<file path="config.mk">
export PLATFORM = sky130hd
export DESIGN_NAME = dmma_seq
export DESIGN_NICKNAME = d
export VERILOG_FILES = /design/src/rtl/core/assert_macros.svh /design/src/rtl/core/dmma_pkg.sv /design/src/rtl/core/dmma_seq.sv
export SDC_FILE = /design/constraint.sdc
export NUM_CORES = 1
export LEC_CHECK = 0
export BUFFER_PORTS_ARGS = -buffer_cell sky130_fd_sc_hd__buf_2
export CAP_MARGIN = 5
export CORE_ASPECT_RATIO = 1.4
export CORE_MARGIN = 3
export CORE_UTILIZATION = 52
export DETAILED_ROUTE_END_ITERATION = 8
export GPL_ROUTABILITY_DRIVEN = 0
export PLACE_DENSITY = 0.79
export SKIP_CTS_REPAIR_TIMING = 1
export SLEW_MARGIN = 20
export SYNTH_ARGS = -nofsm -noshare
export SYNTH_HDL_FRONTEND = slang
export SYNTH_SLANG_ARGS = --single-unit
</file>
<file path="constraint.sdc">
create_clock -name clk -period 2.4 [get_ports clk]
set_input_delay 0.36 -clock clk [delete_from_list [all_inputs] [get_ports clk]]
set_output_delay 0.36 -clock clk [all_outputs]
set_load 0.005 [all_outputs]
</file>
<file path="src/rtl/core/assert_macros.svh">
// Assertion macros shared by the RTL of the matrix engine.
// No dependencies; the macros compile to nothing when SYNTHESIS is defined.
`ifndef ASSERT_MACROS_SVH
`define ASSERT_MACROS_SVH
`ifndef SYNTHESIS
// The consequent must hold in the same cycle as the antecedent.
`define ASSERT_IMPL(label, clk, rstn, ante, cons) \
  label: assert property (@(posedge clk) disable iff (!(rstn)) (ante) |-> (cons)) \
    else $error("assertion failed");
// The consequent must hold in the cycle after the antecedent.
`define ASSERT_NEXT(label, clk, rstn, ante, cons) \
  label: assert property (@(posedge clk) disable iff (!(rstn)) (ante) |=> (cons)) \
    else $error("assertion failed");
`else
`define ASSERT_IMPL(label, clk, rstn, ante, cons)
`define ASSERT_NEXT(label, clk, rstn, ante, cons)
`endif
`endif

</file>
<file path="src/rtl/core/dmma_pkg.sv">
// Shared constants, codes, types and helper functions of the matrix engine.
// No dependencies; the arithmetic unit, sequencer, top level and testbench import it.
package dmma_pkg;

  localparam int MAX_DIM     = 8;
  localparam int IDX_W       = 3;
  localparam int DIM_CFG_W   = 4;
  localparam int ELEM_W      = 16;
  localparam int PROD_W      = 2 * ELEM_W;
  localparam int SUM_W       = ELEM_W + 1;
  localparam int ADD_SHIFT   = 8;
  localparam int RES_W       = 35;
  localparam int STORE_DEPTH = MAX_DIM * MAX_DIM;
  localparam int ADDR_W      = (STORE_DEPTH > 1) ? $clog2(STORE_DEPTH) : 1;
  localparam int CFG_W       = 4;
  localparam int CFG_IDX_W   = 2;
  localparam int OP_W        = 2;

  localparam logic [DIM_CFG_W-1:0] DIM_RESET = 4'd8;

  typedef enum logic [OP_W-1:0] {
    OP_LOAD_A  = 2'd0,
    OP_LOAD_B  = 2'd1,
    OP_COMPUTE = 2'd2
  } op_t;

  typedef enum logic [CFG_IDX_W-1:0] {
    REG_MODE       = 2'd0,
    REG_ROWS_A     = 2'd1,
    REG_INNER_SIZE = 2'd2,
    REG_COLS_B     = 2'd3
  } cfg_reg_t;

  typedef enum logic [1:0] {
    ST_IDLE,
    ST_ISSUE,
    ST_DRAIN,
    ST_EMIT
  } seq_state_t;

  typedef struct packed {
    logic                 mode;
    logic [DIM_CFG_W-1:0] rows_a;
    logic [DIM_CFG_W-1:0] inner_size;
    logic [DIM_CFG_W-1:0] cols_b;
  } cfg_t;

  // Control that travels with one read pair through the multiply-accumulate unit.
  typedef struct packed {
    logic vld;
    logic first;
    logic last;
    logic add;
  } mac_ctl_t;

  // Request from the sequencer to load the output register.
  typedef struct packed {
    logic             vld;
    logic [IDX_W-1:0] row;
    logic [IDX_W-1:0] col;
    logic             last;
  } emit_t;

  // Highest loop index for a dimension register: zero counts as one, and
  // anything above the maximum counts as the maximum.
  function automatic logic [IDX_W-1:0] dim_last(input logic [DIM_CFG_W-1:0] d);
    if (d == '0) begin
      return '0;
    end else if (int'(d) > MAX_DIM) begin
      return IDX_W'(MAX_DIM - 1);
    end else begin
      return IDX_W'(d - DIM_CFG_W'(1));
    end
  endfunction

  // Row-major store address of one element.
  function automatic logic [ADDR_W-1:0] store_addr(input logic [IDX_W-1:0] row,
                                                   input logic [IDX_W-1:0] col);
    return ADDR_W'(ADDR_W'(row) * ADDR_W'(MAX_DIM) + ADDR_W'(col));
  endfunction

endpackage

</file>
<file path="src/rtl/core/dmma_seq.sv">
// Sequencer that walks the result elements and their inner terms.
// Depends on dmma_pkg; drives the store read addresses and the arithmetic unit.
module dmma_seq (
  input  logic                           clk,
  input  logic                           rst_n,
  input  logic                           start,
  input  dmma_pkg::cfg_t                 cfg,
  input  logic                           acc_done,
  input  logic                           out_free,
  output logic                           busy,
  output logic [dmma_pkg::ADDR_W-1:0]    a_raddr,
  output logic [dmma_pkg::ADDR_W-1:0]    b_raddr,
  output dmma_pkg::mac_ctl_t             mac_ctl,
  output dmma_pkg::emit_t                emit
);
  import dmma_pkg::*;

  seq_state_t       state_r, state_nxt;
  logic             mode_r, mode_nxt;
  logic [IDX_W-1:0] m_last_r, m_last_nxt;
  logic [IDX_W-1:0] n_last_r, n_last_nxt;
  logic [IDX_W-1:0] c_last_r, c_last_nxt;
  logic [IDX_W-1:0] i_r, i_nxt;
  logic [IDX_W-1:0] j_r, j_nxt;
  logic [IDX_W-1:0] k_r, k_nxt;
  logic             term_last;
  logic             elem_last;

  // Read addresses: in add mode both stores are read at the result element.
  always_comb begin
    if (mode_r) begin
      a_raddr = store_addr(i_r, j_r);
      b_raddr = store_addr(i_r, j_r);
    end else begin
      a_raddr = store_addr(i_r, k_r);
      b_raddr = store_addr(k_r, j_r);
    end
  end

  assign term_last = mode_r || (k_r == n_last_r);
  assign elem_last = (i_r == m_last_r) && (j_r == c_last_r);
  assign busy      = (state_r != ST_IDLE);

  // Next state and outputs.
  always_comb begin
    state_nxt  = state_r;
    mode_nxt   = mode_r;
    m_last_nxt = m_last_r;
    n_last_nxt = n_last_r;
    c_last_nxt = c_last_r;
    i_nxt      = i_r;
    j_nxt      = j_r;
    k_nxt      = k_r;
    mac_ctl    = '0;
    emit       = '0;
    unique case (state_r)
      ST_IDLE: begin
        if (start) begin
          mode_nxt   = cfg.mode;
          m_last_nxt = dim_last(cfg.rows_a);
          n_last_nxt = dim_last(cfg.inner_size);
          c_last_nxt = cfg.mode ? dim_last(cfg.inner_size) : dim_last(cfg.cols_b);
          i_nxt      = '0;
          j_nxt      = '0;
          k_nxt      = '0;
          state_nxt  = ST_ISSUE;
        end
      end
      ST_ISSUE: begin
        mac_ctl.vld   = 1'b1;
        mac_ctl.first = (k_r == '0);
        mac_ctl.last  = term_last;
        mac_ctl.add   = mode_r;
        if (term_last) begin
          k_nxt     = '0;
          state_nxt = ST_DRAIN;
        end else begin
          k_nxt = k_r + IDX_W'(1);
        end
      end
      ST_DRAIN: begin
        if (acc_done) begin
          state_nxt = ST_EMIT;
        end
      end
      ST_EMIT: begin
        if (out_free) begin
          emit.vld  = 1'b1;
          emit.row  = i_r;
          emit.col  = j_r;
          emit.last = elem_last;
          if (elem_last) begin
            state_nxt = ST_IDLE;
          end else begin
            state_nxt = ST_ISSUE;
            if (j_r == c_last_r) begin
              j_nxt = '0;
              i_nxt = i_r + IDX_W'(1);
            end else begin
              j_nxt = j_r + IDX_W'(1);
            end
          end
        end
      end
      default: begin
        state_nxt = ST_IDLE;
      end
    endcase
  end

  always_ff @(posedge clk) begin
    if (!rst_n) begin
      state_r <= ST_IDLE;
      i_r     <= '0;
      j_r     <= '0;
      k_r     <= '0;
    end else begin
      state_r <= state_nxt;
      i_r     <= i_nxt;
      j_r     <= j_nxt;
      k_r     <= k_nxt;
    end
  end

  // Bounds latched at the start of a compute item.
  always_ff @(posedge clk) begin
    mode_r   <= mode_nxt;
    m_last_r <= m_last_nxt;
    n_last_r <= n_last_nxt;
    c_last_r <= c_last_nxt;
  end

endmodule

</file>
==> key figures <==
Die
  – Core area: around 0.0027 mm²
  – Die footprint: 0.00360 mm²
  – Die Height: 69.8 µm
  – Die width: 51.6 µm
  – # rows: 22
  – Initial Utilization: 0.560
  – I/O Pins: 43

Setup path
  – R2R depth: 6
  – CP startpoint kind: flop
  – Worst R2R End: j_r[1]
  – CP endpoint kind: output port
  – CP Buf/Inv Count: 1
  – R2R setup slack: 430 ps
  – Crit Path Category: flop to output port
  – WP data arrival: 1750 ps
  – Reg2reg start: state_r[0]
  – CP required: 2040 ps
  – CP peak stage delay: about 490 ps
  – CP Cell Sequence: ha_1, and2_1, and3_1, buf_2
  – CP top delay family: adder cells
  – Worst-path fanout max: 16
  – Critical-path top delay cell: ha_1

Clock network
  – Clk sinks: 21
  – H-tree Lvls: 1
  – CTS tree: yes
  – Clock Latency Late Sink: roughly 300 ps
  – Total clock buffers created by CTS: 3
  – Clock transition at the registers of the reported paths: 120 ps
  – Clk buf depth: 2
  – Root Driver: clkbuf_4

GRT
  – Met3 GRT Util: 0.0301
  – Grt total ovfl: 0
  – Initial antenna violation count: 0
  – Largest net degree at the start of global routing: 17
  – Met2 track demand over resource: 0.356
  – Met1 usage: 0.224
  – Most Used Layer, Global Route: met2
  – Total track usage: 0.199
  – Vias in the first global route: 1,319
  – First-pass GRT wire length: between 5 and 6 mm

Cells and area
  – Nets: 249
  – Share of cells above drive strength 1: 0.248
  – Area grow syn2layout: 18.0%
  – Ant. Diodes: 0
  – Non-Filler Instances: roughly 250
  – Layout fillers: between 200 and 250
  – Multi-input combinational cell area: 916 µm²
  – Register Area: approximately 520 µm²

Placement
  – Post-DP HPWL: 2.80 mm
  – Buffers on Ports: 42
  – Post-placement cell count: 250
  – Post-place setup slack: 471 ps

Timing
  – RSZ-0062 raised after global routing: false
  – Final setup margin: between 200 and 300 ps
  – Tmin final: 2110 ps
  – Max-slew violation count: 0
  – Relative slew margins: 0.615
  – Final setup vio count: 0
  – Tcrit/Tclk final: 0.881
  – Layout Skew: 5.51 ps
  – Maximum clock frequency: about 0.47 GHz
  – Fin Setup TNS: 0 ps
  – Worst-margin pin slew: 562 ps
  – Fin. Hold Viols: 0

Logic synthesis
  – Post-synthesis cell count: 175
  – Sequential fraction of the synthesis area: 0.344
  – Netlist cell types: 44
  – Post-synthesis net count: 205
  – Number of synthesized register bits: 21
  – Largest cells by area after synthesis: edfxtp_1 (20%), dfxtp_1 (15%), ha_1 (9.9%), nand2_1 (8.4%), inv_1 (4.2%)
  – Syn avg cell area: 8.64 µm²
  – Dominant synthesized flop cell: dfxtp_1
  – EDFF count, synth: 10
  – Yosys warnings: 0
  – Yosys top cell area share: 0.199
  – Share of async-settable or async-resettable flops after synthesis: 0
  – Post-synth top area cell: edfxtp_1
  – Syn Std Cell Area: 0.00151 mm²

Detailed routing
  – Drt wl/cell: ~13 µm
  – Routed Antenna Nets: 0
  – DRC viols: 0
  – DR iter-0 viols: 31
  – Wirelength, routed: about 3.4 mm
  – Vias per Instance: 5.56
  – Via count: between 1k and 1.5k
  – First drt pass iteration count: 5

Power
  – Lkg Pwr: 0.894 nW
  – Overall Power: approximately 1.2 mW
  – Peak supply drop: between 0.0005 and 0.0006 V
  – P per Cell Area: 690 mW/mm²

Min path
  – Hold_sp: cfg[12]
  – Worst hold path depth: 1
  – Worst hold path class: input pin to flop
  – Worst Hold End: mode_r

Job
  – Max cap viols: 0

Run status
  – Outcome: complete, no violations
[cell usage after synthesis, types with 3 or more instances]
| master | n |
|---|---|
| ha_1 | 12 |
| a31oi_1 | 3 |
| edfxtp_1 | 10 |
| o21ai_0 | 7 |
| xnor2_1 | 6 |
| a21boi_0 | 5 |
| dfxtp_1 | 11 |
| a21oi_1 | 3 |
| inv_1 | 17 |
| nor2b_1 | 6 |
| mux2i_1 | 4 |
| and3_1 | 9 |
| xor2_1 | 3 |
| nand2b_1 | 3 |
| nor2_1 | 8 |
| nand2_1 | 34 |
| clkbuf_1 | 3 |
[area by class of cell]
type | count | share of cell area
multi-input combinational | 134 | 0.514
inverter | 17 | 0.0358
tap | 36 | 0.0253
timing repair buffer | 42 | 0.118
clock inverter | 1 | 0.00281
clock buffer | 3 | 0.0126
sequential | 21 | 0.292
[stage by stage]
stage	util	hold slack [ps]	area, µm²
6_report	0.661	292	1780
2_1_floorplan	-	459	1510
3_3_place_gp	0.651	492	1760
4_1_cts	0.661	285	1780
5_1_grt	0.661	283	1780
3_5_place_dp	0.651	529	1760
[state kept, by name (all words and copies together) (netlist names)]
register  count
k_r           3
n_last_r      3
j_r           3
m_last_r      3
c_last_r      3
mode_r        1
state_r       2
i_r           3
[power breakdown]
part	switching (mW)	internal, mW
sequential	0.0502	0.448
combinational	0.331	0.231
clock	0.109	0.0620
total	0.490	0.741
[kinds of logic (layout without fill, tap and decap cells)]
family | after synthesis | count (layout) | synth area share
AND/OR/NAND/NOR | 74 | 74 | 0.245
AO/OA/AOI/OAI | 32 | 32 | 0.161
flip-flops | 21 | 21 | 0.344
buffers and inverters | 20 | 63 | 0.0497
adder cells (fa/ha/maj) | 13 | 13 | 0.106
XOR/XNOR | 9 | 9 | 0.0522
multiplexers | 6 | 6 | 0.0414
[layout by cell type (no fill, tap or decap), types with 2 or more instances in the layout]
master / count
edfxtp_1: 10
xor2_1: 3
and2_1: 2
a21boi_0: 5
o21ai_0: 7
nor2b_1: 6
nor2_1: 8
buf_2: 42
inv_1: 17
clkbuf_4: 3
mux2_2: 2
a31oi_1: 3
nand3_1: 2
dfxtp_1: 11
nand4_1: 2
nand2b_1: 3
ha_1: 12
mux2i_1: 4
and3_1: 9
xnor2_1: 6
a21oi_1: 3
nand2_1: 34
[worst max path at each step]
stage                     from      end  slack, ps  depth (start not counted)
floorplan           state_r[0]   j_r[1]        670                          6
global placement    state_r[0]   j_r[1]        600                          6
detailed placement  state_r[0]   j_r[1]        470                          6
CTS                 state_r[1]  emit[0]        300                          4
global route        state_r[1]  emit[0]        150                          4
finish              state_r[1]  emit[0]        290                          4
[routing by layer]
| layer | vias up | part of all wire |
|---|---|---|
| li1 | 694 | - |
| met1 | 642 | 0.40 |
| met2 | 63 | 0.50 |
| met3 | 12 | 0.066 |
| met4 | 0 | 0.028 |
| met5 | - | 0 |
Note: power is estimated with default switching activity, not from simulation.
