**config.mk**
```make
export PLATFORM = sky130hd
export DESIGN_NAME = dmma_mac
export DESIGN_NICKNAME = d
export VERILOG_FILES = /design/src/rtl/core/assert_macros.svh /design/src/rtl/core/dmma_pkg.sv /design/src/rtl/core/dmma_mac.sv
export SDC_FILE = /design/constraint.sdc
export NUM_CORES = 1
export LEC_CHECK = 0
export BUFFER_PORTS_ARGS = -buffer_cell sky130_fd_sc_hd__buf_2
export CORE_UTILIZATION = 60
export CTS_CLUSTER_SIZE = 20
export DETAILED_ROUTE_END_ITERATION = 8
export PLACE_DENSITY_LB_ADDON = 0.15
export RECOVER_POWER = 100
export SKIP_LAST_GASP = 1
export SLEW_MARGIN = 20
export SYNTH_ARGS = -nofsm -noshare
export SYNTH_HDL_FRONTEND = slang
export SYNTH_SLANG_ARGS = --single-unit
```
**constraint.sdc**
```tcl
create_clock -name clk -period 11.15 [get_ports clk]
set_input_delay 1.115 -clock clk [delete_from_list [all_inputs] [get_ports clk]]
set_output_delay 1.115 -clock clk [all_outputs]
set_load 0.05 [all_outputs]
```
**src/rtl/core/assert_macros.svh**
```systemverilog
// Assertion macros shared by the RTL of the matrix engine.
// No dependencies; the macros compile to nothing when SYNTHESIS is defined.
`ifndef ASSERT_MACROS_SVH
`define ASSERT_MACROS_SVH
`ifndef SYNTHESIS
// The consequent must hold in the same cycle as the antecedent.
`define ASSERT_IMPL(label, clk, rstn, ante, cons) \
  label: assert property (@(posedge clk) disable iff (!(rstn)) (ante) |-> (cons)) \
    else $error("assertion failed");
// The consequent must hold in the cycle after the antecedent.
`define ASSERT_NEXT(label, clk, rstn, ante, cons) \
  label: assert property (@(posedge clk) disable iff (!(rstn)) (ante) |=> (cons)) \
    else $error("assertion failed");
`else
`define ASSERT_IMPL(label, clk, rstn, ante, cons)
`define ASSERT_NEXT(label, clk, rstn, ante, cons)
`endif
`endif

```
**src/rtl/core/dmma_pkg.sv**
```systemverilog
// Shared constants, codes, types and helper functions of the matrix engine.
// No dependencies; the arithmetic unit, sequencer, top level and testbench import it.
package dmma_pkg;

  localparam int MAX_DIM     = 8;
  localparam int IDX_W       = 3;
  localparam int DIM_CFG_W   = 4;
  localparam int ELEM_W      = 16;
  localparam int PROD_W      = 2 * ELEM_W;
  localparam int SUM_W       = ELEM_W + 1;
  localparam int ADD_SHIFT   = 8;
  localparam int RES_W       = 35;
  localparam int STORE_DEPTH = MAX_DIM * MAX_DIM;
  localparam int ADDR_W      = (STORE_DEPTH > 1) ? $clog2(STORE_DEPTH) : 1;
  localparam int CFG_W       = 4;
  localparam int CFG_IDX_W   = 2;
  localparam int OP_W        = 2;

  localparam logic [DIM_CFG_W-1:0] DIM_RESET = 4'd8;

  typedef enum logic [OP_W-1:0] {
    OP_LOAD_A  = 2'd0,
    OP_LOAD_B  = 2'd1,
    OP_COMPUTE = 2'd2
  } op_t;

  typedef enum logic [CFG_IDX_W-1:0] {
    REG_MODE       = 2'd0,
    REG_ROWS_A     = 2'd1,
    REG_INNER_SIZE = 2'd2,
    REG_COLS_B     = 2'd3
  } cfg_reg_t;

  typedef enum logic [1:0] {
    ST_IDLE,
    ST_ISSUE,
    ST_DRAIN,
    ST_EMIT
  } seq_state_t;

  typedef struct packed {
    logic                 mode;
    logic [DIM_CFG_W-1:0] rows_a;
    logic [DIM_CFG_W-1:0] inner_size;
    logic [DIM_CFG_W-1:0] cols_b;
  } cfg_t;

  // Control that travels with one read pair through the multiply-accumulate unit.
  typedef struct packed {
    logic vld;
    logic first;
    logic last;
    logic add;
  } mac_ctl_t;

  // Request from the sequencer to load the output register.
  typedef struct packed {
    logic             vld;
    logic [IDX_W-1:0] row;
    logic [IDX_W-1:0] col;
    logic             last;
  } emit_t;

  // Highest loop index for a dimension register: zero counts as one, and
  // anything above the maximum counts as the maximum.
  function automatic logic [IDX_W-1:0] dim_last(input logic [DIM_CFG_W-1:0] d);
    if (d == '0) begin
      return '0;
    end else if (int'(d) > MAX_DIM) begin
      return IDX_W'(MAX_DIM - 1);
    end else begin
      return IDX_W'(d - DIM_CFG_W'(1));
    end
  endfunction

  // Row-major store address of one element.
  function automatic logic [ADDR_W-1:0] store_addr(input logic [IDX_W-1:0] row,
                                                   input logic [IDX_W-1:0] col);
    return ADDR_W'(ADDR_W'(row) * ADDR_W'(MAX_DIM) + ADDR_W'(col));
  endfunction

endpackage

```
**src/rtl/core/dmma_mac.sv**
```systemverilog
// Shared arithmetic unit: one multiply (or scaled add) and an accumulator.
// Depends on dmma_pkg; its operands come from the registered store reads.
module dmma_mac (
  input  logic                          clk,
  input  logic                          rst_n,
  input  dmma_pkg::mac_ctl_t            issue_ctl,
  input  logic signed [dmma_pkg::ELEM_W-1:0] a_data,
  input  logic signed [dmma_pkg::ELEM_W-1:0] b_data,
  output logic signed [dmma_pkg::RES_W-1:0]  acc,
  output logic                          done
);
  import dmma_pkg::*;

  mac_ctl_t                   rd_ctl_r, rd_ctl_nxt;
  mac_ctl_t                   prod_ctl_r, prod_ctl_nxt;
  logic signed [RES_W-1:0]    prod_r, prod_nxt;
  logic signed [RES_W-1:0]    acc_r, acc_nxt;
  logic                       done_r, done_nxt;
  logic signed [PROD_W-1:0]   mul;
  logic signed [SUM_W-1:0]    sum;
  logic signed [SUM_W+ADD_SHIFT-1:0] sum_scaled;

  // Operand stage: the product of two Q8.8 values, or their sum moved to Q19.16.
  always_comb begin
    mul        = a_data * b_data;
    sum        = SUM_W'(a_data) + SUM_W'(b_data);
    sum_scaled = {sum, ADD_SHIFT'(0)};
    rd_ctl_nxt   = issue_ctl;
    prod_ctl_nxt = rd_ctl_r;
    if (rd_ctl_r.add) begin
      prod_nxt = RES_W'(sum_scaled);
    end else begin
      prod_nxt = RES_W'(mul);
    end
  end

  // Accumulate stage: the first term of an element restarts the sum.
  always_comb begin
    acc_nxt  = acc_r;
    done_nxt = 1'b0;
    if (prod_ctl_r.vld) begin
      acc_nxt  = prod_ctl_r.first ? prod_r : acc_r + prod_r;
      done_nxt = prod_ctl_r.last;
    end
  end

  always_ff @(posedge clk) begin
    if (!rst_n) begin
      rd_ctl_r   <= '0;
      prod_ctl_r <= '0;
      done_r     <= 1'b0;
    end else begin
      rd_ctl_r   <= rd_ctl_nxt;
      prod_ctl_r <= prod_ctl_nxt;
      done_r     <= done_nxt;
    end
  end

  // Data registers carry no reset.
  always_ff @(posedge clk) begin
    prod_r <= prod_nxt;
    acc_r  <= acc_nxt;
  end

  assign acc  = acc_r;
  assign done = done_r;

endmodule

```
==> flow_metrics.py, run 1 <==
metrics = {
    "synthesis": {
        "gate_count_after_technology_mapping": 1614,
        "synth_top_area_share": 0.360,
        "warning_count_from_the_yosys_run": 0,
        "synth_area_leader_cell": "sky130_fd_sc_hd__fa_1",
        "yosys-top-cells-count": "316 x sky130_fd_sc_hd__inv_1, 264 x sky130_fd_sc_hd__fa_1, 192 x sky130_fd_sc_hd__nand2_1, 133 x sky130_fd_sc_hd__ha_1, 120 x sky130_fd_sc_hd__and2_1",
        "yosysSeqAreaShare": 0.126,
        "postSynth.asyncResetShare": 0,
        "synth_ff_type": "sky130_fd_sc_hd__dfxtp_1",
        "yosys_register_bits": 75,
        "synth.net_count": 2049,
        "netlist-cell-type-count": 65,
        "synth.avg_cell_area_um2": 9.09,
        "mappedNetlistArea_um2": 14700,
        "post_synth_edffs": 35,
        "netlist_top_cells_area": "sky130_fd_sc_hd__fa_1 36%, sky130_fd_sc_hd__ha_1 11%, sky130_fd_sc_hd__inv_1 8.1%",
        "post-synth-top-count-cell": "sky130_fd_sc_hd__inv_1",
    },
    "sta": {
        "timing.slew.headroom": -0.732,
        "unrepaired_setup_endpoints_after_global_routing": "false",
        "setup_viol": 0,
        "tightest_pin_transition_ns": 2.60,
        "skew_ns": 0.0146,
        "final_layout_setup_total_negative_slack_ns": 0,
        "finalCritPeriodShare": 0.680,
        "layout_min_cycle_time_ns": 7.59,
        "finalHoldWorstSlack_ns": 0.438,
        "final_hold_viol_count": 0,
        "fmax_ghz": 0.132,
        "drv_slew": 95,
    },
    "setup_path": {
        "crit_path_max_fanout": 16,
        "cp.arrival_ns": 7.76,
        "cp-start-kind": "primary input",
        "end_kind": "flip-flop",
        "worst_ep_required_time_ns": 11.33,
        "timing_worst_setup_path_type": "in -> reg",
    },
    "finish": {
        "antenna_diode_count": 0,
        "drive_gt1_frac": 0.0375,
        "utilization": 0.650,
        "stdcell_area_um2": 15400,
        "areaGrowthSynthToFinish_pct": 5.23,
        "layout.nets": 2084,
    },
    "global_route": {
        "gr-usage-met1": 0.361,
        "globalRoute.totalOverflow": 0,
        "first_global_vias": 11198,
        "global_route.usage.total": 0.283,
        "grt_use_met3": 0.0234,
        "grt_first_pass_wirelength_um": 54200,
        "number_of_antenna_violations_at_the_first_check_in_global_routing": 0,
        "largest_net_degree_at_the_start_of_global_routing": 66,
        "grtUsageMet2": 0.504,
        "grt_most_used_layer": "met2",
    },
    "routing": {
        "first_iter_violations": 821,
        "drt-vias-per-instance": 5.58,
        "drc_errors": 0,
        "ant_nets": 0,
        "wl_um": 33600,
        "route.vias.total": 11005,
        "detailedRoute.firstPassIterationCount": 7,
        "wl_per_cell_um": 17.0,
    },
    "place": {
        "port-buffer-count": 73,
        "post_dp_cell_area_um2": 15300,
        "dp.final_hpwl_um": 27500,
        "gp_congestion": 0.943,
    },
    "die": {
        "die_extent_in_y_um": 158,
        "core_region_area_um2": 23800,
        "num_rows": 56,
        "die_area_um2": 25100,
        "die_x_um": 158,
        "ioPinCount": 74,
        "initial_core_util": 0.618,
    },
    "clock_tree": {
        "cts_tree": "done",
        "clockRootBuffer": "sky130_fd_sc_hd__clkbuf_16",
        "worstSkewPairLatency_ns": 0.34,
        "post_cts_hold_buffer_count": 0,
        "clk_transition_reported_paths_ns": 0.06,
        "cts_inserted_buffers": 9,
        "clock_sink_count": 75,
        "htree_num_levels": 3,
        "cts_buffer_depth": 2,
        "post_cts_resize_count": 0,
        "cts.repair_timing.setup_buffer_count": 0,
    },
    "hold_path": {
        "worst_hold_path_type": "reg -> reg",
    },
    "run": {
        "timing.max_cap.violations": 2,
    },
    "run_status": {
        "status": "finished, violations left",
        "failed_checks": "max-capacitance violations, max-slew violations",
    },
}
[layout by cell type, fill, tap and decap left out, types with 14 or more instances in the layout]
| cell type | n |
|---|---|
| sky130_fd_sc_hd__nand2b_1 | 15 |
| sky130_fd_sc_hd__edfxtp_1 | 35 |
| sky130_fd_sc_hd__o21ai_0 | 76 |
| sky130_fd_sc_hd__clkbuf_1 | 45 |
| sky130_fd_sc_hd__nor3_1 | 14 |
| sky130_fd_sc_hd__buf_2 | 34 |
| sky130_fd_sc_hd__and2_1 | 110 |
| sky130_fd_sc_hd__xnor2_1 | 43 |
| sky130_fd_sc_hd__a21o_1 | 18 |
| sky130_fd_sc_hd__inv_1 | 316 |
| sky130_fd_sc_hd__nand3_1 | 19 |
| sky130_fd_sc_hd__nand2_1 | 192 |
| sky130_fd_sc_hd__a21oi_1 | 50 |
| sky130_fd_sc_hd__xor2_1 | 26 |
| sky130_fd_sc_hd__ha_1 | 133 |
| sky130_fd_sc_hd__fa_1 | 264 |
| sky130_fd_sc_hd__nor2_1 | 43 |
| sky130_fd_sc_hd__dfxtp_1 | 38 |
[critical path: stages]
cell and delay [ns]:
sky130_fd_sc_hd__clkbuf_1 0.63, sky130_fd_sc_hd__nand2_1 0.33, sky130_fd_sc_hd__fa_1 0.62, sky130_fd_sc_hd__inv_1 0.07, sky130_fd_sc_hd__fa_1 0.79, sky130_fd_sc_hd__fa_1 0.53
sky130_fd_sc_hd__fa_1 0.51, sky130_fd_sc_hd__fa_1 0.50, sky130_fd_sc_hd__inv_1 0.05, sky130_fd_sc_hd__fa_1 0.47, sky130_fd_sc_hd__inv_1 0.04, sky130_fd_sc_hd__ha_1 0.41
sky130_fd_sc_hd__nand4_1 0.22, sky130_fd_sc_hd__nor4_1 0.34, sky130_fd_sc_hd__o2111ai_1 0.21, sky130_fd_sc_hd__o2111ai_1 0.21, sky130_fd_sc_hd__a41oi_1 0.21, sky130_fd_sc_hd__o21bai_1 0.19
sky130_fd_sc_hd__a21oi_1 0.10, sky130_fd_sc_hd__xnor2_1 0.13, sky130_fd_sc_hd__o21ai_0 0.08
[final cells by class]
cell class,count,area (um^2)
inverters,316,1190
multi-input cells,1172,11400
well taps,319,399
clock inverters,3,16.3
fillers,2041,8310
flip-flops and latches,75,1850
repair buffers,75,324
clock buffers,13,240
[cell families (layout without fill, tap and decap cells)]
logic type | Yosys count | in the layout | share of synthesized area
compound gates | 244 | 244 | 0.106
fa+ha+maj | 397 | 397 | 0.473
flops | 75 | 75 | 0.126
simple gates | 452 | 452 | 0.152
xor+xnor | 69 | 69 | 0.0412
buf+inv | 367 | 407 | 0.0940
mux | 10 | 10 | 0.00759
[path summary, 6_finish.rpt]
kind              startpoint  slack [ns]  cells after the start            end
max reg2reg           acc[0]        7.74                     12        acc[32]
min reg2reg  prod_ctl_nxt[1]        0.44                      1  prod_ctl_r[1]
min          prod_ctl_nxt[1]        0.44                      1  prod_ctl_r[1]
max                b_data[4]        3.56                     21     prod_r[33]
[per-layer routing]
layer,up-vias,routed length (um)
li1,5170,-
met1,5489,13800
met2,276,17400
met3,70,1300
met4,0,1160
met5,-,0
[stage by stage]
step	worst slack [ns]	instances
CTS	4.01	1973
detailed placement	3.68	1957
global route	3.16	1973
finish	3.56	1973
floorplan	3.98	1614
global placement	3.85	1957
[registers in the layout, indices dropped and copies added, names as in the netlist]
register / count
prod_ctl_r: 3
prod_r: 32
done: 1
prod_ctl_nxt: 4
acc: 35
Power of run 1 is not shown: default switching activity piles up to over one toggle a cycle in this logic, so the estimate is an artifact.
==> inputs of run 2 (changes only) <==
- clock period: 11.15 -> 7.9 ns (I/O delays scaled with it)
==> run 2 against run 1 <==
Compared with the run above:
- the run still ends with max-capacitance violations, max-slew violations left
- utilization grew 0.13 points
- final area grew 0.20%
- hold slack gained 0.0035 ns
- via count grew 0.73%
- critical path depth grew 1
- wire length grew 1.2%
- clock skew shrank 0.0093 ns
- flip-flop and latch count is the same
- clock-buffer cell count shrank 1
- global-route usage grew 0.065 points
==> flow_metrics.py, run 2 (synthesized netlist as in run 1, its figures left out) <==
metrics = {
    "setup_path": {
        "worst_ep_required_time_ns": 8.14,
        "cpLargestDelayFamily": "adder cells",
        "timing_worst_setup_path_type": "in -> reg",
        "worst_path_most_repeated_cell": "sky130_fd_sc_hd__fa_1",
        "worst_path_largest_cell_delay_ns": 0.66,
        "cp_cell_sequence": "clkbuf_1, ha_1, fa_1, inv_1, fa_1, fa_1, inv_1, fa_1, fa_1, inv_1, fa_1, inv_1, ha_1, a211oi_1, nor2_1, o41ai_4, o31ai_1, a21o_1, a21oi_1, o21ai_2, mux2_4, nor4_2",
        "critical_path.n_buffers_inverters": 5,
        "crit_path_max_fanout": 16,
        "cp-start-kind": "primary input",
        "timing.critical_path.slowest_stage_cell": "sky130_fd_sc_hd__clkbuf_1",
        "cp.arrival_ns": 7.44,
        "end_kind": "flip-flop",
    },
    "global_route": {
        "number_of_antenna_violations_at_the_first_check_in_global_routing": 0,
        "global_route.usage.total": 0.283,
        "first_global_vias": 11236,
        "globalRoute.totalOverflow": 0,
        "grt_first_pass_wirelength_um": 54100,
        "largest_net_degree_at_the_start_of_global_routing": 66,
    },
    "run": {
        "timing.max_cap.violations": 2,
    },
    "clock_tree": {
        "cts.repair_timing.setup_buffer_count": 0,
        "clock_sink_count": 75,
        "worstSkewPairLatency_ns": 0.34,
        "clockRootBuffer": "sky130_fd_sc_hd__clkbuf_16",
        "post_cts_hold_buffer_count": 0,
        "cts_buffer_depth": 2,
        "post_cts_resize_count": 0,
        "clk_transition_reported_paths_ns": 0.06,
        "cts_tree": "done",
        "cts_inserted_buffers": 9,
        "htree_num_levels": 3,
    },
    "sta": {
        "final_hold_viol_count": 0,
        "finalCritPeriodShare": 0.912,
        "layout_min_cycle_time_ns": 7.20,
        "fmax_ghz": 0.139,
        "timing.slew.headroom": -0.699,
        "drv_slew": 95,
        "setup_viol": 0,
        "tightest_pin_transition_ns": 2.55,
        "final_layout_setup_total_negative_slack_ns": 0,
        "skew_ns": 0.00529,
        "unrepaired_setup_endpoints_after_global_routing": "false",
        "finalHoldWorstSlack_ns": 0.442,
    },
    "finish": {
        "final_common_cell": "sky130_fd_sc_hd__inv_1",
        "multi_input_area_um2": 11400,
        "drive_gt1_frac": 0.0399,
        "antenna_diode_count": 0,
        "largest_register_ff_count": 35,
        "stdcell_area_um2": 15500,
        "final-seq-area_um2": 1850,
        "areaGrowthSynthToFinish_pct": 5.44,
        "n_fill_cell": 2017,
        "most_frequent_cells_in_the_layout": "316 x sky130_fd_sc_hd__inv_1, 264 x sky130_fd_sc_hd__fa_1, 192 x sky130_fd_sc_hd__nand2_1",
        "layout.nets": 2084,
    },
    "routing": {
        "wl_um": 34000,
        "detailedRoute.firstPassIterationCount": 5,
        "wl_per_cell_um": 17.2,
        "drc_errors": 0,
        "route.vias.total": 11085,
        "ant_nets": 0,
        "first_iter_violations": 668,
        "drt-vias-per-instance": 5.62,
    },
    "place": {
        "port-buffer-count": 73,
        "dp.final_hpwl_um": 27600,
        "gp_congestion": 0.943,
        "post_dp_cell_area_um2": 15300,
    },
    "hold_path": {
        "worst_hold_path_type": "reg -> reg",
    },
    "die": {
        "die_area_um2": 25100,
        "ioPinCount": 74,
        "initial_core_util": 0.618,
        "die_extent_in_y_um": 158,
        "num_rows": 56,
        "die_x_um": 158,
        "core_region_area_um2": 23800,
    },
    "run_status": {
        "status": "finished, violations left",
        "failed_checks": "max-capacitance violations, max-slew violations",
    },
}
-- run 2: cell count changes in the layout (fill, tap and decap cells not counted), sizes merged --
cell and delta:
clkbuf -1, clkinv +1, clkinvlp -1, inv +1
-- run 2: stage by stage --
stage	worst slack, ns	util	std cells
2_1_floorplan	1.06	-	1614
3_3_place_gp	0.923	0.643	1957
3_5_place_dp	0.737	0.643	1957
4_1_cts	1.09	0.655	1973
5_1_grt	0.468	0.652	1973
6_report	0.699	0.652	1973
-- run 2: final cells by class --
| type | instances | area share |
|---|---|---|
| clock buffers | 12 | 0.0173 |
| clock inverters | 4 | 0.00137 |
| inverters | 316 | 0.0766 |
| multi-input cells | 1172 | 0.738 |
| flip-flops and latches | 75 | 0.120 |
| well taps | 319 | 0.0258 |
| repair buffers | 75 | 0.0209 |
-- run 2: layer usage --
layer | part of all wire | up-vias | track usage
li1 | - | 5166 | -
met1 | 0.41 | 5543 | 0.354
met2 | 0.52 | 310 | 0.506
met3 | 0.041 | 66 | 0.0316
met4 | 0.031 | 0 | 0.102
met5 | 0 | - | 0
-- run 2: final timing paths --
path                         from             to  slack [ns]  cells past startpoint
hold reg to reg   prod_ctl_nxt[1]  prod_ctl_r[1]        0.44                      1
setup reg to reg        prod_r[0]        acc[32]        4.50                     12
setup / recovery        b_data[6]     prod_r[23]        0.70                     22
hold / removal    prod_ctl_nxt[1]  prod_ctl_r[1]        0.44                      1
Power of run 2 is left out for the same reason.
==> inputs of run 3 (changes only) <==
==> constraint.sdc (replaced) <==
create_clock -name clk -period 7.9 [get_ports clk]
set_input_delay 0.395 -clock clk [delete_from_list [all_inputs] [get_ports clk]]
set_output_delay 0.395 -clock clk [all_outputs]
set_load 0.05 [all_outputs]
==> run 3 against run 2 <==
Compared with the run above:
- the flow still finishes with violations (max-capacitance violations, max-slew violations)
- wire length shrank 0.98%
- non-clock buffer count did not move
- clock skew rose by 0.0020 ns
- via count decreased by 0.46%
- worst setup slack improved by 0.23 ns
- maximum frequency increased by 3.3%
- flip-flop and latch count stayed put
- cell count is the same
- utilization up 0.10 points
- die area is the same
==> flow_metrics.py, run 3 (synthesized netlist as in run 1, its figures left out) <==
metrics = {
    "setup_path": {
        "end_kind": "flip-flop",
        "ff2ff_setup_slack_ns": 4.47,
        "r2r.worst_path.cells": 12,
        "r2r_start": "acc[0]",
        "timing_worst_setup_path_type": "in -> reg",
        "worst_ep_required_time_ns": 8.05,
        "crit_path_max_fanout": 19,
        "cp.arrival_ns": 7.12,
        "cp-start-kind": "primary input",
        "critical_path.reg2reg.endpoint": "acc[32]",
    },
    "die": {
        "initial_core_util": 0.618,
        "die_area_um2": 25100,
        "core_region_area_um2": 23800,
        "ioPinCount": 74,
        "num_rows": 56,
        "die_x_um": 158,
        "die_extent_in_y_um": 158,
    },
    "clock_tree": {
        "clockRootBuffer": "sky130_fd_sc_hd__clkbuf_16",
        "clk_transition_reported_paths_ns": 0.06,
        "cts.repair_timing.setup_buffer_count": 0,
        "worstSkewPairLatency_ns": 0.33,
        "cts_inserted_buffers": 9,
        "clock_sink_count": 75,
        "htree_num_levels": 3,
        "cts_buffer_depth": 2,
        "post_cts_resize_count": 0,
        "cts_tree": "done",
        "post_cts_hold_buffer_count": 0,
    },
    "global_route": {
        "first_global_vias": 11196,
        "global_route.usage.total": 0.283,
        "number_of_antenna_violations_at_the_first_check_in_global_routing": 0,
        "grt_first_pass_wirelength_um": 54300,
        "globalRoute.totalOverflow": 0,
        "largest_net_degree_at_the_start_of_global_routing": 66,
    },
    "sta": {
        "timing.slew.headroom": -0.697,
        "final_layout_setup_total_negative_slack_ns": 0,
        "skew_ns": 0.00728,
        "layout_min_cycle_time_ns": 6.97,
        "setup_viol": 0,
        "drv_slew": 149,
        "fmax_ghz": 0.143,
        "finalCritPeriodShare": 0.883,
        "final_hold_viol_count": 0,
        "finalHoldWorstSlack_ns": 0.266,
        "unrepaired_setup_endpoints_after_global_routing": "false",
        "tightest_pin_transition_ns": 2.54,
    },
    "finish": {
        "largest_register_ff_count": 35,
        "most_frequent_cells_in_the_layout": "316 x sky130_fd_sc_hd__inv_1, 264 x sky130_fd_sc_hd__fa_1, 192 x sky130_fd_sc_hd__nand2_1",
        "areaGrowthSynthToFinish_pct": 5.60,
        "layoutNonFillerInstCount": 1973,
        "drive_gt1_frac": 0.0399,
        "layout.nets": 2084,
        "final_common_cell": "sky130_fd_sc_hd__inv_1",
        "antenna_diode_count": 0,
    },
    "hold_path": {
        "min-delay-start": "issue_ctl[3]",
        "timing.hold.worst_path_depth": 2,
        "worst_hold_path_type": "in -> reg",
        "holdPathEnd": "prod_ctl_nxt[3]",
    },
    "routing": {
        "wl_per_cell_um": 17.1,
        "ant_nets": 0,
        "wl_um": 33700,
        "route.vias.total": 11034,
        "detailedRoute.firstPassIterationCount": 5,
        "drc_errors": 0,
        "drt-vias-per-instance": 5.59,
        "first_iter_violations": 660,
    },
    "place": {
        "dp.final_hpwl_um": 27500,
        "port-buffer-count": 73,
        "place_inst": 1957,
        "gp_congestion": 0.943,
    },
    "run_status": {
        "status": "finished, violations left",
        "failed_checks": "max-capacitance violations, max-slew violations",
    },
    "run": {
        "timing.max_cap.violations": 3,
    },
}
-- run 3: how the worst max path moves through the flow --
stage               start         end
3_3_place_gp   a_data[15]  prod_r[33]
6_report       a_data[15]  prod_r[33]
4_1_cts        a_data[15]  prod_r[33]
3_5_place_dp   a_data[15]  prod_r[33]
5_1_grt        a_data[15]  prod_r[33]
2_1_floorplan  a_data[15]  prod_r[33]
-- run 3: routing by layer --
layer | wire (um) | vias to the layer above | global-route usage
met2 | 17400 | 284 | 0.503
met4 | 1130 | 0 | 0.100
met5 | 0 | - | 0
met3 | 1280 | 68 | 0.0286
li1 | - | 5172 | -
met1 | 13900 | 5510 | 0.359
-- run 3: stage by stage --
step	worst slack (ns)	instance area [um^2]	utilization
after floorplan	1.45	14700	-
after global placement	1.32	15300	0.643
after detailed placement	1.12	15300	0.643
after CTS	1.46	15600	0.656
after global routing	0.509	15500	0.653
final	0.926	15500	0.653
-- run 3: critical path, cell delays in order --
cell and delay, ns:
sky130_fd_sc_hd__clkbuf_1 0.67, sky130_fd_sc_hd__nand2_1 0.23, sky130_fd_sc_hd__inv_1 0.17, sky130_fd_sc_hd__fa_1 0.55, sky130_fd_sc_hd__fa_1 0.90, sky130_fd_sc_hd__fa_1 0.53
sky130_fd_sc_hd__fa_1 0.51, sky130_fd_sc_hd__fa_1 0.49, sky130_fd_sc_hd__inv_1 0.05, sky130_fd_sc_hd__fa_1 0.47, sky130_fd_sc_hd__inv_1 0.04, sky130_fd_sc_hd__ha_1 0.41
sky130_fd_sc_hd__nand4_1 0.22, sky130_fd_sc_hd__nor4_1 0.35, sky130_fd_sc_hd__o2111ai_1 0.22, sky130_fd_sc_hd__o2111ai_1 0.22, sky130_fd_sc_hd__a41oi_1 0.21, sky130_fd_sc_hd__o21bai_1 0.16
sky130_fd_sc_hd__a21oi_1 0.09, sky130_fd_sc_hd__xnor2_1 0.13, sky130_fd_sc_hd__o21ai_1 0.07
-- run 3: final cells by class --
type | instances | area [um^2]
multi-input cells | 1172 | 11400
repair buffers | 75 | 324
clock inverters | 4 | 46.3
clock buffers | 12 | 267
inverters | 316 | 1190
flip-flops and latches | 75 | 1850
well taps | 319 | 399
fillers | 1985 | 8250
Power of run 3 is left out for the same reason.
